**config.mk**
```make
export PLATFORM = sky130hd
export DESIGN_NAME = go_back_n_sender_window_top
export DESIGN_NICKNAME = d
export VERILOG_FILES = /design/src/rtl/core/gbns_pkg.sv /design/src/rtl/core/gbns_ctrl.sv /design/src/rtl/core/gbns_dp.sv /design/src/rtl/core/go_back_n_sender_window_top.sv
export SDC_FILE = /design/constraint.sdc
export NUM_CORES = 1
export LEC_CHECK = 0
export BUFFER_PORTS_ARGS = -buffer_cell sky130_fd_sc_hd__buf_2
export CAP_MARGIN = 40
export CORE_ASPECT_RATIO = 1.2
export CORE_UTILIZATION = 60
export CTS_CLUSTER_SIZE = 30
export DETAILED_ROUTE_END_ITERATION = 8
export PLACE_DENSITY = 0.8
export SLEW_MARGIN = 20
export SYNTH_ARGS = -nofsm -noshare
export SYNTH_HDL_FRONTEND = slang
export SYNTH_SLANG_ARGS = --single-unit
```
**constraint.sdc**
```tcl
create_clock -name clk -period 6.9 [get_ports clk]
set_clock_uncertainty 0.2 [all_clocks]
set_input_delay 0.69 -clock clk [delete_from_list [all_inputs] [get_ports clk]]
set_output_delay 0.69 -clock clk [all_outputs]
set_load 0.005 [all_outputs]
```
**src/rtl/core/gbns_pkg.sv**
```systemverilog
// shared types and constants of the go-back-n sender window
`default_nettype none

package gbns_pkg;

  // payload chunk size, a power of two so the file split is a shift and a mask
  localparam int PAYLOAD_BYTES = 1024;
  localparam int PAYLOAD_SHIFT = $clog2(PAYLOAD_BYTES);
  localparam int MAX_WINDOW    = 64;

  localparam int SEQ_W    = 31;
  localparam int SIZE_W   = 11;
  localparam int CHUNK_W  = 21;
  localparam int COUNT_W  = 22;
  localparam int WIN_W    = 7;
  localparam int REQ_W    = 2;
  localparam int ADDR_W   = 3;
  localparam int DATA_W   = 32;

  // request codes
  localparam logic [REQ_W-1:0] REQ_SETUP   = 2'd0;
  localparam logic [REQ_W-1:0] REQ_ACK     = 2'd1;
  localparam logic [REQ_W-1:0] REQ_TIMEOUT = 2'd2;
  localparam logic [REQ_W-1:0] REQ_FIN     = 2'd3;

  // packet kinds
  localparam logic KIND_DATA = 1'b0;
  localparam logic KIND_FIN  = 1'b1;

  // register indexes
  localparam logic REG_WINDOW_SIZE = 1'b0;

  typedef enum logic [1:0] {
    PH_IDLE = 2'd0,
    PH_SEND = 2'd1,
    PH_FIN  = 2'd2
  } gbns_phase_t;

  typedef enum logic [2:0] {
    ST_IDLE,
    ST_DECODE,
    ST_ACK,
    ST_ADVANCE,
    ST_SEND_FIN
  } gbns_state_t;

  typedef struct packed {
    logic load_in;
    logic do_setup;
    logic calc_diff;
    logic do_ack;
    logic do_rewind;
    logic emit_data;
    logic emit_fin;
    logic go_idle;
  } gbns_cmd_t;

  typedef struct packed {
    gbns_phase_t      phase;
    logic [REQ_W-1:0] req;
    logic             all_acked;
    logic             can_send;
    logic             send_last;
    logic             out_free;
  } gbns_status_t;

endpackage

`default_nettype wire

```
**src/rtl/core/gbns_ctrl.sv**
```systemverilog
// controller state machine of the go-back-n sender window
`default_nettype none

module gbns_ctrl (
  input  wire                   clk,
  input  wire                   rst,
  input  wire                   in_valid,
  output logic                  in_stall,
  input  gbns_pkg::gbns_status_t status,
  output gbns_pkg::gbns_cmd_t    cmd
);
  import gbns_pkg::*;

  gbns_state_t state;
  gbns_state_t state_next;

  always_ff @(posedge clk) begin
    if (rst) begin
      state <= ST_IDLE;
    end else begin
      state <= state_next;
    end
  end

  // next state
  always_comb begin
    state_next = state;
    case (state)
      ST_IDLE: begin
        if (in_valid) state_next = ST_DECODE;
      end
      ST_DECODE: begin
        state_next = ST_IDLE;
        case (status.phase)
          PH_IDLE: begin
            if (status.req == REQ_SETUP) state_next = ST_ADVANCE;
          end
          PH_SEND: begin
            if (status.req == REQ_ACK) state_next = ST_ACK;
            else if (status.req == REQ_TIMEOUT || status.req == REQ_FIN)
              state_next = ST_ADVANCE;
          end
          PH_FIN: begin
            if (status.req == REQ_TIMEOUT) state_next = ST_SEND_FIN;
          end
          default: state_next = ST_IDLE;
        endcase
      end
      ST_ACK: state_next = ST_ADVANCE;
      ST_ADVANCE: begin
        if (status.all_acked) begin
          if (status.out_free) state_next = ST_IDLE;
        end else if (status.can_send) begin
          if (status.out_free && status.send_last) state_next = ST_IDLE;
        end else begin
          state_next = ST_IDLE;
        end
      end
      ST_SEND_FIN: begin
        if (status.out_free) state_next = ST_IDLE;
      end
      default: state_next = ST_IDLE;
    endcase
  end

  // outputs
  always_comb begin
    cmd      = '0;
    in_stall = 1'b1;
    case (state)
      ST_IDLE: begin
        // nothing is taken in while reset is held
        in_stall    = rst;
        cmd.load_in = in_valid && !rst;
      end
      ST_DECODE: begin
        case (status.phase)
          PH_IDLE: cmd.do_setup = (status.req == REQ_SETUP);
          PH_SEND: begin
            cmd.calc_diff = (status.req == REQ_ACK);
            cmd.do_rewind = (status.req == REQ_TIMEOUT);
          end
          PH_FIN:  cmd.go_idle = (status.req == REQ_FIN);
          default: cmd = '0;
        endcase
      end
      ST_ACK: cmd.do_ack = 1'b1;
      ST_ADVANCE: begin
        if (status.all_acked) cmd.emit_fin = status.out_free;
        else if (status.can_send) cmd.emit_data = status.out_free;
      end
      ST_SEND_FIN: cmd.emit_fin = status.out_free;
      default: cmd = '0;
    endcase
  end

endmodule

`default_nettype wire

```
**src/rtl/core/gbns_dp.sv**
```systemverilog
// window state, sequence arithmetic and output register of the go-back-n sender
`default_nettype none

module gbns_dp #(
  parameter int MAX_WIN = gbns_pkg::MAX_WINDOW
) (
  input  wire                              clk,
  input  wire                              rst,
  input  gbns_pkg::gbns_cmd_t              cmd,
  output gbns_pkg::gbns_status_t           status,
  input  wire                              cfg_we,
  input  wire  [gbns_pkg::WIN_W-1:0]       cfg_wdata,
  output logic [gbns_pkg::WIN_W-1:0]       window_size,
  input  wire  [gbns_pkg::REQ_W-1:0]       req_type,
  input  wire  [gbns_pkg::SEQ_W-1:0]       seq,
  input  wire  [gbns_pkg::SEQ_W-1:0]       xfer_len,
  output logic                             out_valid,
  input  wire                              out_stall,
  output logic                             pkt_kind,
  output logic [gbns_pkg::SEQ_W-1:0]       seq_out,
  output logic [gbns_pkg::CHUNK_W-1:0]     chunk_index,
  output logic [gbns_pkg::SIZE_W-1:0]      pay_len,
  output logic                             last
);
  import gbns_pkg::*;

  // latched transaction
  logic [REQ_W-1:0]   req_r;
  logic [SEQ_W-1:0]   seq_r;
  logic [SEQ_W-1:0]   fsize_r;

  // window state
  gbns_phase_t        phase;
  logic [COUNT_W-1:0] total_chunks;
  logic [COUNT_W-1:0] acked_count;
  logic [WIN_W-1:0]   outstanding_count;
  logic [SEQ_W-1:0]   next_seq;
  logic [SEQ_W-1:0]   expected_seq;
  logic [SIZE_W-1:0]  tail_size;
  logic [SEQ_W-1:0]   ack_diff;

  logic [WIN_W-1:0]         eff_win;
  logic [PAYLOAD_SHIFT-1:0] rem;
  logic                     rem_nz;
  logic [COUNT_W-1:0]       chunk;
  logic [COUNT_W:0]         chunk_inc;
  logic                     more_chunks;
  logic [WIN_W:0]           out_inc;
  logic                     in_range;
  logic [WIN_W-1:0]         ack_step;
  logic [SIZE_W-1:0]        chunk_size;

  always_comb begin
    if (window_size == '0) eff_win = WIN_W'(1);
    else if (window_size > WIN_W'(MAX_WIN)) eff_win = WIN_W'(MAX_WIN);
    else eff_win = window_size;
  end

  assign rem         = fsize_r[PAYLOAD_SHIFT-1:0];
  assign rem_nz      = (rem != '0);
  assign chunk       = acked_count + COUNT_W'(outstanding_count);
  assign chunk_inc   = {1'b0, chunk} + (COUNT_W+1)'(1);
  assign more_chunks = (chunk_inc < {1'b0, total_chunks});
  assign out_inc     = {1'b0, outstanding_count} + (WIN_W+1)'(1);
  assign in_range    = (ack_diff < SEQ_W'(outstanding_count));
  assign ack_step    = ack_diff[WIN_W-1:0] + WIN_W'(1);
  assign chunk_size  = more_chunks ? SIZE_W'(PAYLOAD_BYTES) : tail_size;

  always_comb begin
    status.phase     = phase;
    status.req       = req_r;
    status.all_acked = (acked_count >= total_chunks);
    status.can_send  = (outstanding_count < eff_win) && (chunk < total_chunks);
    status.send_last = !((out_inc < {1'b0, eff_win}) && more_chunks);
    status.out_free  = !out_valid || !out_stall;
  end

  always_ff @(posedge clk) begin
    if (cmd.load_in) begin
      req_r   <= req_type;
      seq_r   <= seq;
      fsize_r <= xfer_len;
    end
    if (cmd.calc_diff) ack_diff <= seq_r - expected_seq;
  end

  always_ff @(posedge clk) begin
    if (rst) begin
      window_size       <= WIN_W'(1);
      phase             <= PH_IDLE;
      total_chunks      <= '0;
      acked_count       <= '0;
      outstanding_count <= '0;
      next_seq          <= '0;
      expected_seq      <= '0;
      tail_size         <= '0;
    end else begin
      if (cfg_we) window_size <= cfg_wdata;
      if (cmd.do_setup) begin
        total_chunks      <= COUNT_W'(fsize_r >> PAYLOAD_SHIFT) + COUNT_W'(rem_nz);
        tail_size         <= rem_nz ? SIZE_W'(rem) : SIZE_W'(PAYLOAD_BYTES);
        acked_count       <= '0;
        outstanding_count <= '0;
        next_seq          <= seq_r;
        expected_seq      <= seq_r;
        phase             <= PH_SEND;
      end
      if (cmd.do_ack && in_range) begin
        acked_count       <= acked_count + COUNT_W'(ack_step);
        outstanding_count <= outstanding_count - ack_step;
        expected_seq      <= seq_r + SEQ_W'(1);
      end
      if (cmd.do_rewind) begin
        next_seq          <= next_seq - SEQ_W'(outstanding_count);
        outstanding_count <= '0;
      end
      if (cmd.emit_data) begin
        outstanding_count <= out_inc[WIN_W-1:0];
        next_seq          <= next_seq + SEQ_W'(1);
      end
      if (cmd.emit_fin) phase <= PH_FIN;
      if (cmd.go_idle) phase <= PH_IDLE;
    end
  end

  // output register
  always_ff @(posedge clk) begin
    if (rst) begin
      out_valid <= 1'b0;
    end else if (cmd.emit_data || cmd.emit_fin) begin
      out_valid <= 1'b1;
    end else if (!out_stall) begin
      out_valid <= 1'b0;
    end
  end

  always_ff @(posedge clk) begin
    if (cmd.emit_data) begin
      pkt_kind    <= KIND_DATA;
      seq_out     <= next_seq;
      chunk_index <= chunk[CHUNK_W-1:0];
      pay_len     <= chunk_size;
      last        <= status.send_last;
    end else if (cmd.emit_fin) begin
      pkt_kind    <= KIND_FIN;
      seq_out     <= '0;
      chunk_index <= '0;
      pay_len     <= '0;
      last        <= 1'b1;
    end
  end

endmodule

`default_nettype wire

```
**src/rtl/core/go_back_n_sender_window_top.sv**
```systemverilog
// top level of the go-back-n sender window: config port, controller and datapath
`default_nettype none

// Go-Back-N sender window control. A setup transaction (req_type 0) gives the
// start sequence and file size; the block cuts the file into 1024-byte chunks
// and issues one data-send descriptor (sequence, chunk index, size) per cycle
// while the output is not held, until window_size packets are in flight. An
// in-range cumulative ack slides the window and refills it, a timeout rewinds
// to the oldest unacked packet and resends the window, and once every chunk is
// acked a FIN descriptor goes out. In FIN wait a timeout resends the FIN and a
// receiver FIN returns to idle. The last descriptor caused by an input
// transaction carries last = 1. One input transaction is handled at a time: it
// is taken in, then decoded; an ack then passes a state for the window compare
// and slide; then the emit loop sends the descriptors, or ends when it finds
// nothing to send. The emit loop stalls while the output register is held.
// The next input is taken right after the last descriptor is loaded into the
// output register, even while that descriptor still waits.
// window_size lives at byte address 0 of the APB-style port and resets to 1;
// 0 acts as 1 and values above MAX_WIN (64 by default) act as MAX_WIN.

module go_back_n_sender_window_top #(
  parameter int MAX_WIN = gbns_pkg::MAX_WINDOW
) (
  input  wire                               clk,
  input  wire                               rst,
  // configuration port
  input  wire                               psel,
  input  wire                               penable,
  input  wire                               pwrite,
  input  wire  [gbns_pkg::ADDR_W-1:0]       paddr,
  input  wire  [gbns_pkg::DATA_W-1:0]       pwdata,
  output logic [gbns_pkg::DATA_W-1:0]       prdata,
  output logic                              pready,
  // input channel
  input  wire                               in_valid,
  output logic                              in_stall,
  input  wire  [gbns_pkg::REQ_W-1:0]        req_type,
  input  wire  [gbns_pkg::SEQ_W-1:0]        seq,
  input  wire  [gbns_pkg::SEQ_W-1:0]        xfer_len,
  // output channel
  output logic                              out_valid,
  input  wire                               out_stall,
  output logic                              pkt_kind,
  output logic [gbns_pkg::SEQ_W-1:0]        seq_out,
  output logic [gbns_pkg::CHUNK_W-1:0]      chunk_index,
  output logic [gbns_pkg::SIZE_W-1:0]       pay_len,
  output logic                              last
);
  import gbns_pkg::*;

  gbns_cmd_t        cmd;
  gbns_status_t     status;
  logic             cfg_we;
  logic [WIN_W-1:0] window_size;

  // register index is the word address bit
  assign pready = 1'b1;
  assign cfg_we = psel && penable && pwrite && (paddr[2] == REG_WINDOW_SIZE);

  always_comb begin
    prdata = '0;
    if (paddr[2] == REG_WINDOW_SIZE) prdata = DATA_W'(window_size);
  end

  gbns_ctrl u_ctrl (
    .clk      (clk),
    .rst      (rst),
    .in_valid (in_valid),
    .in_stall (in_stall),
    .status   (status),
    .cmd      (cmd)
  );

  gbns_dp #(
    .MAX_WIN (MAX_WIN)
  ) u_dp (
    .clk         (clk),
    .rst         (rst),
    .cmd         (cmd),
    .status      (status),
    .cfg_we      (cfg_we),
    .cfg_wdata   (pwdata[WIN_W-1:0]),
    .window_size (window_size),
    .req_type    (req_type),
    .seq         (seq),
    .xfer_len    (xfer_len),
    .out_valid   (out_valid),
    .out_stall   (out_stall),
    .pkt_kind    (pkt_kind),
    .seq_out     (seq_out),
    .chunk_index (chunk_index),
    .pay_len     (pay_len),
    .last        (last)
  );

endmodule

`default_nettype wire

```
Word level (Yosys, flattened, before mapping)
Index checks and enable logic that the tools add are counted.

Bits in registers: 297. Bits in latches: 0. Memory bits (writable): 0. ROM bits: 0. Input port bits: 106. Output and inout port bits: 100. Word-level logic and storage cells: 132. Memories: 0.

Add/sub/neg operators: 11. Multipliers: 0. Divide/modulo/power cells: 0. Order comparisons: 7. Eq/ne operators: 12. Shift-type cells: 0. Multiplexer cells: 53. Bitwise gates (word level): 1. Reduce and logical (&&, ||, !) cells: 28.

Operators with widths (number): two-way mux 31 bit (6); adder 31 x 1 -> 31 bit (second input constant) (2); two-way mux 7 bit (7); adder 22 x 7 -> 22 bit (2); two-way mux 11 bit (4); two-way mux 22 bit (2); two-way mux 21 bit (2); less-than comparator 31 x 7 -> 1 bit (1); subtractor 31 bit (1); subtractor 31 x 7 -> 31 bit (1); adder 22 x 1 -> 23 bit (second input constant) (1); less-than comparator 23 x 22 -> 1 bit (1); adder 21 x 1 -> 22 bit (1); greater-or-equal comparator 22 bit (1); less-than comparator 22 bit (1); two-way mux 3 bit (7); two-way mux 1 bit (17); one-hot mux 3 bit (5 select lines) (1); two-way mux 2 bit (5); nonzero test 10 bit (1); one-hot mux 3 bit (3 select lines) (1); adder 7 x 1 -> 8 bit (second input constant) (1); logical AND 1 bit (8); less-than comparator 8 x 7 -> 1 bit (1); other kinds (25) (37).

Longest topological paths before layout
Depth after elaboration: 11. Mapped depth: 24. Mapped depth without buffers: 22.

Modules after synthesis
From an unflattened synthesis, not the netlist that was laid out.

Cell total of the unflattened synthesis: 1989. Area total of the unflattened synthesis: 18426.4 um2.

By module, submodules not included: gbns_dp (instances 1, cells an instance 1908, area each 17828.3 um2, seq. area each 7477.2 um2); gbns_ctrl (instances 1, cells an instance 45, area each 324.1 um2, seq. area each 60.1 um2); go_back_n_sender_window_top (instances 1, cells an instance 36, area each 274.0 um2, seq. area each 0.0 um2).

Worst setup path after synthesis
No wires, ideal clock.

Kind: register to register. Start: register u_dp.outstanding_count[1]. End: register u_dp.chunk_index[0] in the netlist's numbering (enable). Library setup time: 0.688 ns. Arrival time: 5.052 ns. Required time: 6.012 ns. Setup slack: 0.960 ns. Stages on the path, launching flop included: 21. Path buffers: 4. Clock period less this slack: 5.940 ns. Cells stage by stage: dfxtp_1 inv_1 fa_1 nor2b_1 o21a_1 o21ai_1 a21o_1 buf_2 nor2_1 xnor2_1 inv_1 ha_1 nand4_1 or2_2 o221ai_1 a211oi_1 buf_2 nand2_2 clkbuf_1 buf_1 nand2_1.

Cells in the longest elaborated chain, start to end: 7. Elaborated cells on any way between the ends: 8. Those cells by class: 1 x add/sub; 2 x order compare; 3 x mux; 2 x reduce/logical.

Ends and longest elaborated chain: start: declaration (RTL line gbns_dp.sv:36) `logic [WIN_W-1:0] outstanding_count;`; start signal: assignment (RTL line gbns_dp.sv:110) `outstanding_count <= outstanding_count - ack_step;`; start signal: assignment (RTL line gbns_dp.sv:118) `outstanding_count <= out_inc[WIN_W-1:0];`; adder 22 x 7 -> 22 bit (RTL line gbns_dp.sv:61) `assign chunk = acked_count + COUNT_W'(outstanding_count);`; less-than comparator 22 bit (RTL line gbns_dp.sv:73) `status.can_send = (outstanding_count < eff_win) && (chunk < total_chunks);`; logical AND 1 bit (*) (RTL line gbns_dp.sv:73); two-way mux 1 bit (*) (RTL line gbns_ctrl.sv:90) `else if (status.can_send) cmd.emit_data = status.out_free;`; two-way mux 1 bit (*) (RTL line gbns_ctrl.sv:89) `if (status.all_acked) cmd.emit_fin = status.out_free;`; two-way mux 1 bit (*); nonzero test 2 bit (no line) (*); end signal: assignment (RTL line gbns_dp.sv:141) `chunk_index <= chunk[CHUNK_W-1:0];`; end: declaration (RTL line gbns_dp.sv:21) `output logic [gbns_pkg::CHUNK_W-1:0] chunk_index,`.

Mark *: on every way between the ends. The rest lies on a longest branch, timed or not. A chain may end at the register's enable or synchronous reset.

Worst setup path in the final report
Start: register u_dp.outstanding_count[1]. End: register u_dp.pay_len[8] in the netlist's numbering, data pin.

Cells in the longest elaborated chain, start to end: 7. Elaborated cells on any way between the ends: 11. Those cells by class: 2 x add/sub; 3 x order compare; 5 x mux; 1 x reduce/logical.

Ends and longest elaborated chain: branches (longest 6 deep; another with adder 22 x 1 -> 23 bit); two-way mux 11 bit (*) (RTL line gbns_dp.sv:138) `if (cmd.emit_data) begin`; end signal: assignment (RTL line gbns_dp.sv:142) `pay_len <= chunk_size;`; end: declaration (RTL line gbns_dp.sv:22) `output logic [gbns_pkg::SIZE_W-1:0] pay_len,`.

Every way passes the cells marked *.

==> impl_metrics.py <==
metrics = {
    "global_route": {
        "antenna_found_initial": 1,
        "grt_pass1_vias": 14800,
        "grt_usage_pct": 30.8,
        "grt_pass1_wl_mm": 76.4,
        "grt_max_degree": 78,
        "globalRouteOverflowTotal": 0,
    },
    "yosys": {
        "synth_area_um2": 18400,
        "yosys_warnings": 0,
        "synth_edf_count": 159,
        "yosysSeqAreaShare_pct": 41.0,
        "synthArstFlopShare_pct": 0,
        "ys.flop_type": "edfxtp_1",
        "ys_types": 86,
        "syn-mean-instance-area_um2": 9.24,
        "syn_inst": 1991,
        "synth-seq-cells": 297,
    },
    "timing": {
        "hold_violations": 0,
        "relSlewSlack_pct": 33.2,
        "max_freq_ghz": 0.172,
        "finalSetupViolations": 0,
        "tightest_slew_ns": 0.993,
        "rsz0062_at_grt": "no",
        "period_minus_slack_ns": 5.80,
        "final.setup.tns_ns": 0,
        "fin_crit_sh_pct": 84.1,
        "setup_slack_ns": 1.10,
        "holdWs_ns": 0.125,
        "final_max_slew_viol_count": 0,
    },
    "critical_path": {
        "crit_top_cell": "a21o_1",
        "crit_chain": "inv_1, fa_1, nor2b_1, o21a_1, o21ai_1, a21o_1, or3_1, a21o_1, nor4_2, and3_1, nand3_1, xnor2_1, ha_1, a2111oi_0, o211ai_1, o22a_1, a41oi_2, nor2_4, and2_1",
        "cp.required_ns": 6.99,
        "criticalPathCategory": "flip-flop to flip-flop",
        "endpoint_kind": "flip-flop",
        "slowest_delay_ns": 0.53,
        "cp_num_buf_inv": 1,
        "arrival_ns": 5.89,
        "start_kind": "flip-flop",
        "cp_slowest_cell": "dfxtp_1",
        "worstPathMaxFanout": 10,
        "path_delay_family": "compound AO/OA/AOI/OAI gates",
    },
    "drt": {
        "drc_errors": 0,
        "via_count": 15500,
        "vias_per_cell": 6.10,
        "antenna_left": 0,
        "dr.pass1.iters": 6,
        "wl_mm": 48.5,
        "detail_route.wl_per_cell_um": 19.2,
        "drt_iter0_markers": 1226,
    },
    "die": {
        "num_rows": 69,
        "pin_count": 206,
        "die-area_um2": 31400,
        "die_h_um": 194,
        "start_util_pct": 61.6,
        "core_um2": 29900,
        "die_w_um": 162,
    },
    "power_and_ir_drop": {
        "max-vdd-ir-drop_mv": 0.235,
        "p_leak_nw": 7.79,
        "power.density_nw_per_um2": 205,
        "finalPower_mw": 4.22,
    },
    "clocking": {
        "post_cts_buffers": 0,
        "clock_latency_ns": 0.54,
        "cts.path.max_buffers": 3,
        "cts_root_buffer": "clkbuf_16",
        "cts_tree": "built",
        "clk_transition_reported_paths_ns": 0.06,
        "cts_resized": 0,
        "numCtsBuffers": 34,
        "ctsHtreeMaxLevel": 2,
        "cts_sinks": 297,
        "ctsHoldBuffers": 0,
    },
    "final_layout": {
        "drive_gt1_share_pct": 12.3,
        "final_cell_mix": "210 x nor2_1, 159 x edfxtp_1, 151 x buf_2",
        "area_delta_synth_final_pct": 11.8,
        "fin_nets": 2375,
        "fillers": 2361,
        "final_common_cell": "nor2_1",
        "stdcell_area_um2": 20600,
    },
    "placed_design": {
        "dpl-instance-area_um2": 19400,
        "hpwl_mm": 35.5,
        "gp_congestion": 0.944,
        "pre_cts_slack_ns": 1.18,
        "placement.io_buffers": 152,
    },
    "outcome": {
        "status": "completed",
    },
    "worst_hold_path": {
        "hold_path.class": "primary input to flip-flop",
    },
    "run": {
        "cap_violations": 0,
    },
}
## final cells by class
type                    instances  area, µm²  share of cell area (%)
repair buffers                179       1010                    4.93
clock inverters                19        173                   0.839
flip-flops and latches        297       7540                    36.6
inverters                     125        469                    2.28
multi-input cells            1480       9960                    48.4
diodes                          1       2.50                  0.0122
clock buffers                  43        936                    4.55
well taps                     390        488                    2.37
## sequential cells by signal (all words and copies together) (netlist names), 2 cells and up
| name | flops |
|---|---|
| u_ctrl.state | 3 |
| u_dp.ack_diff | 31 |
| u_dp.acked_count | 22 |
| u_dp.chunk_index | 21 |
| u_dp.expected_seq | 31 |
| u_dp.fsize_r | 31 |
| u_dp.next_seq | 31 |
| u_dp.outstanding_count | 7 |
| u_dp.pay_len | 11 |
| u_dp.phase | 2 |
| u_dp.req_r | 2 |
| u_dp.seq_out | 31 |
| u_dp.seq_r | 31 |
| u_dp.tail_size | 11 |
| u_dp.total_chunks | 22 |
| u_dp.window_size | 7 |
## synthesized netlist by cell type (13+ instances only)
master	n	area share [%]
nand2b_1	17	0.58
clkbuf_1	63	1.3
nor3_1	50	1.4
edfxtp_1	159	26
a211oi_1	61	2.5
ha_1	147	10
o21bai_1	13	0.53
a21o_1	45	1.8
nor4_1	18	0.61
nor2b_1	25	0.85
nand3_1	55	1.5
a31oi_1	16	0.54
nand2_1	138	2.8
xor2_1	56	2.7
o21a_1	19	0.78
and3_1	55	1.9
o21ai_0	50	1.4
dfxtp_1	138	15
and2_1	25	0.85
buf_4	28	1.1
inv_1	125	2.6
or3_1	21	0.71
o211ai_1	13	0.53
a21oi_1	111	3.0
nand4_1	46	1.6
xnor2_1	97	4.6
nor2_1	211	4.3
## layer usage
layer / wire (µm) / vias up / track usage (%)
met2: 23900 / 581 / 53.1
li1: - / 7405 / -
met3: 2940 / 142 / 4.34
met1: 18900 / 7336 / 36.3
met4: 2790 / 0 / 18.3
met5: 0 / - / 0
## kinds of logic (layout without fill, tap and decap cells)
family	Yosys count	after routing	synth area share [%]
AND/OR/NAND/NOR	709	709	19.4
XOR/XNOR	153	153	7.28
other	2	27	0.0408
adder cells (fa/ha/maj)	152	152	10.5
buffers and inverters	238	366	5.55
multiplexers	8	8	0.435
flip-flops	297	297	41.0
AO/OA/AOI/OAI	432	432	15.8
## through the flow
stage	std cells	utilization (%)
after global routing	2534	68.9
final	2534	68.9
after detailed placement	2469	65.0
after CTS	2531	68.7
after floorplan	2015	-
after global placement	2467	64.9
## power breakdown
group / leakage, nW / total [mW] / switching, mW / internal (mW)
sequential: 2.45 / 1.95 / 0.0483 / 1.90
combinational: 4.80 / 0.449 / 0.272 / 0.177
clock: 0.537 / 1.81 / 0.767 / 1.05
## path summary, 6_finish.rpt
check                            start  slack [ns]                 to  cells past startpoint
max          u_dp.outstanding_count[1]        1.10    u_dp.pay_len[8]                     19
min                        xfer_len[6]        0.13    u_dp.fsize_r[6]                      1
max reg2reg  u_dp.outstanding_count[1]        1.10    u_dp.pay_len[8]                     19
min reg2reg          u_dp.tail_size[0]        0.26  u_dp.tail_size[0]                      2
Note: power is estimated with default switching activity, not from simulation.
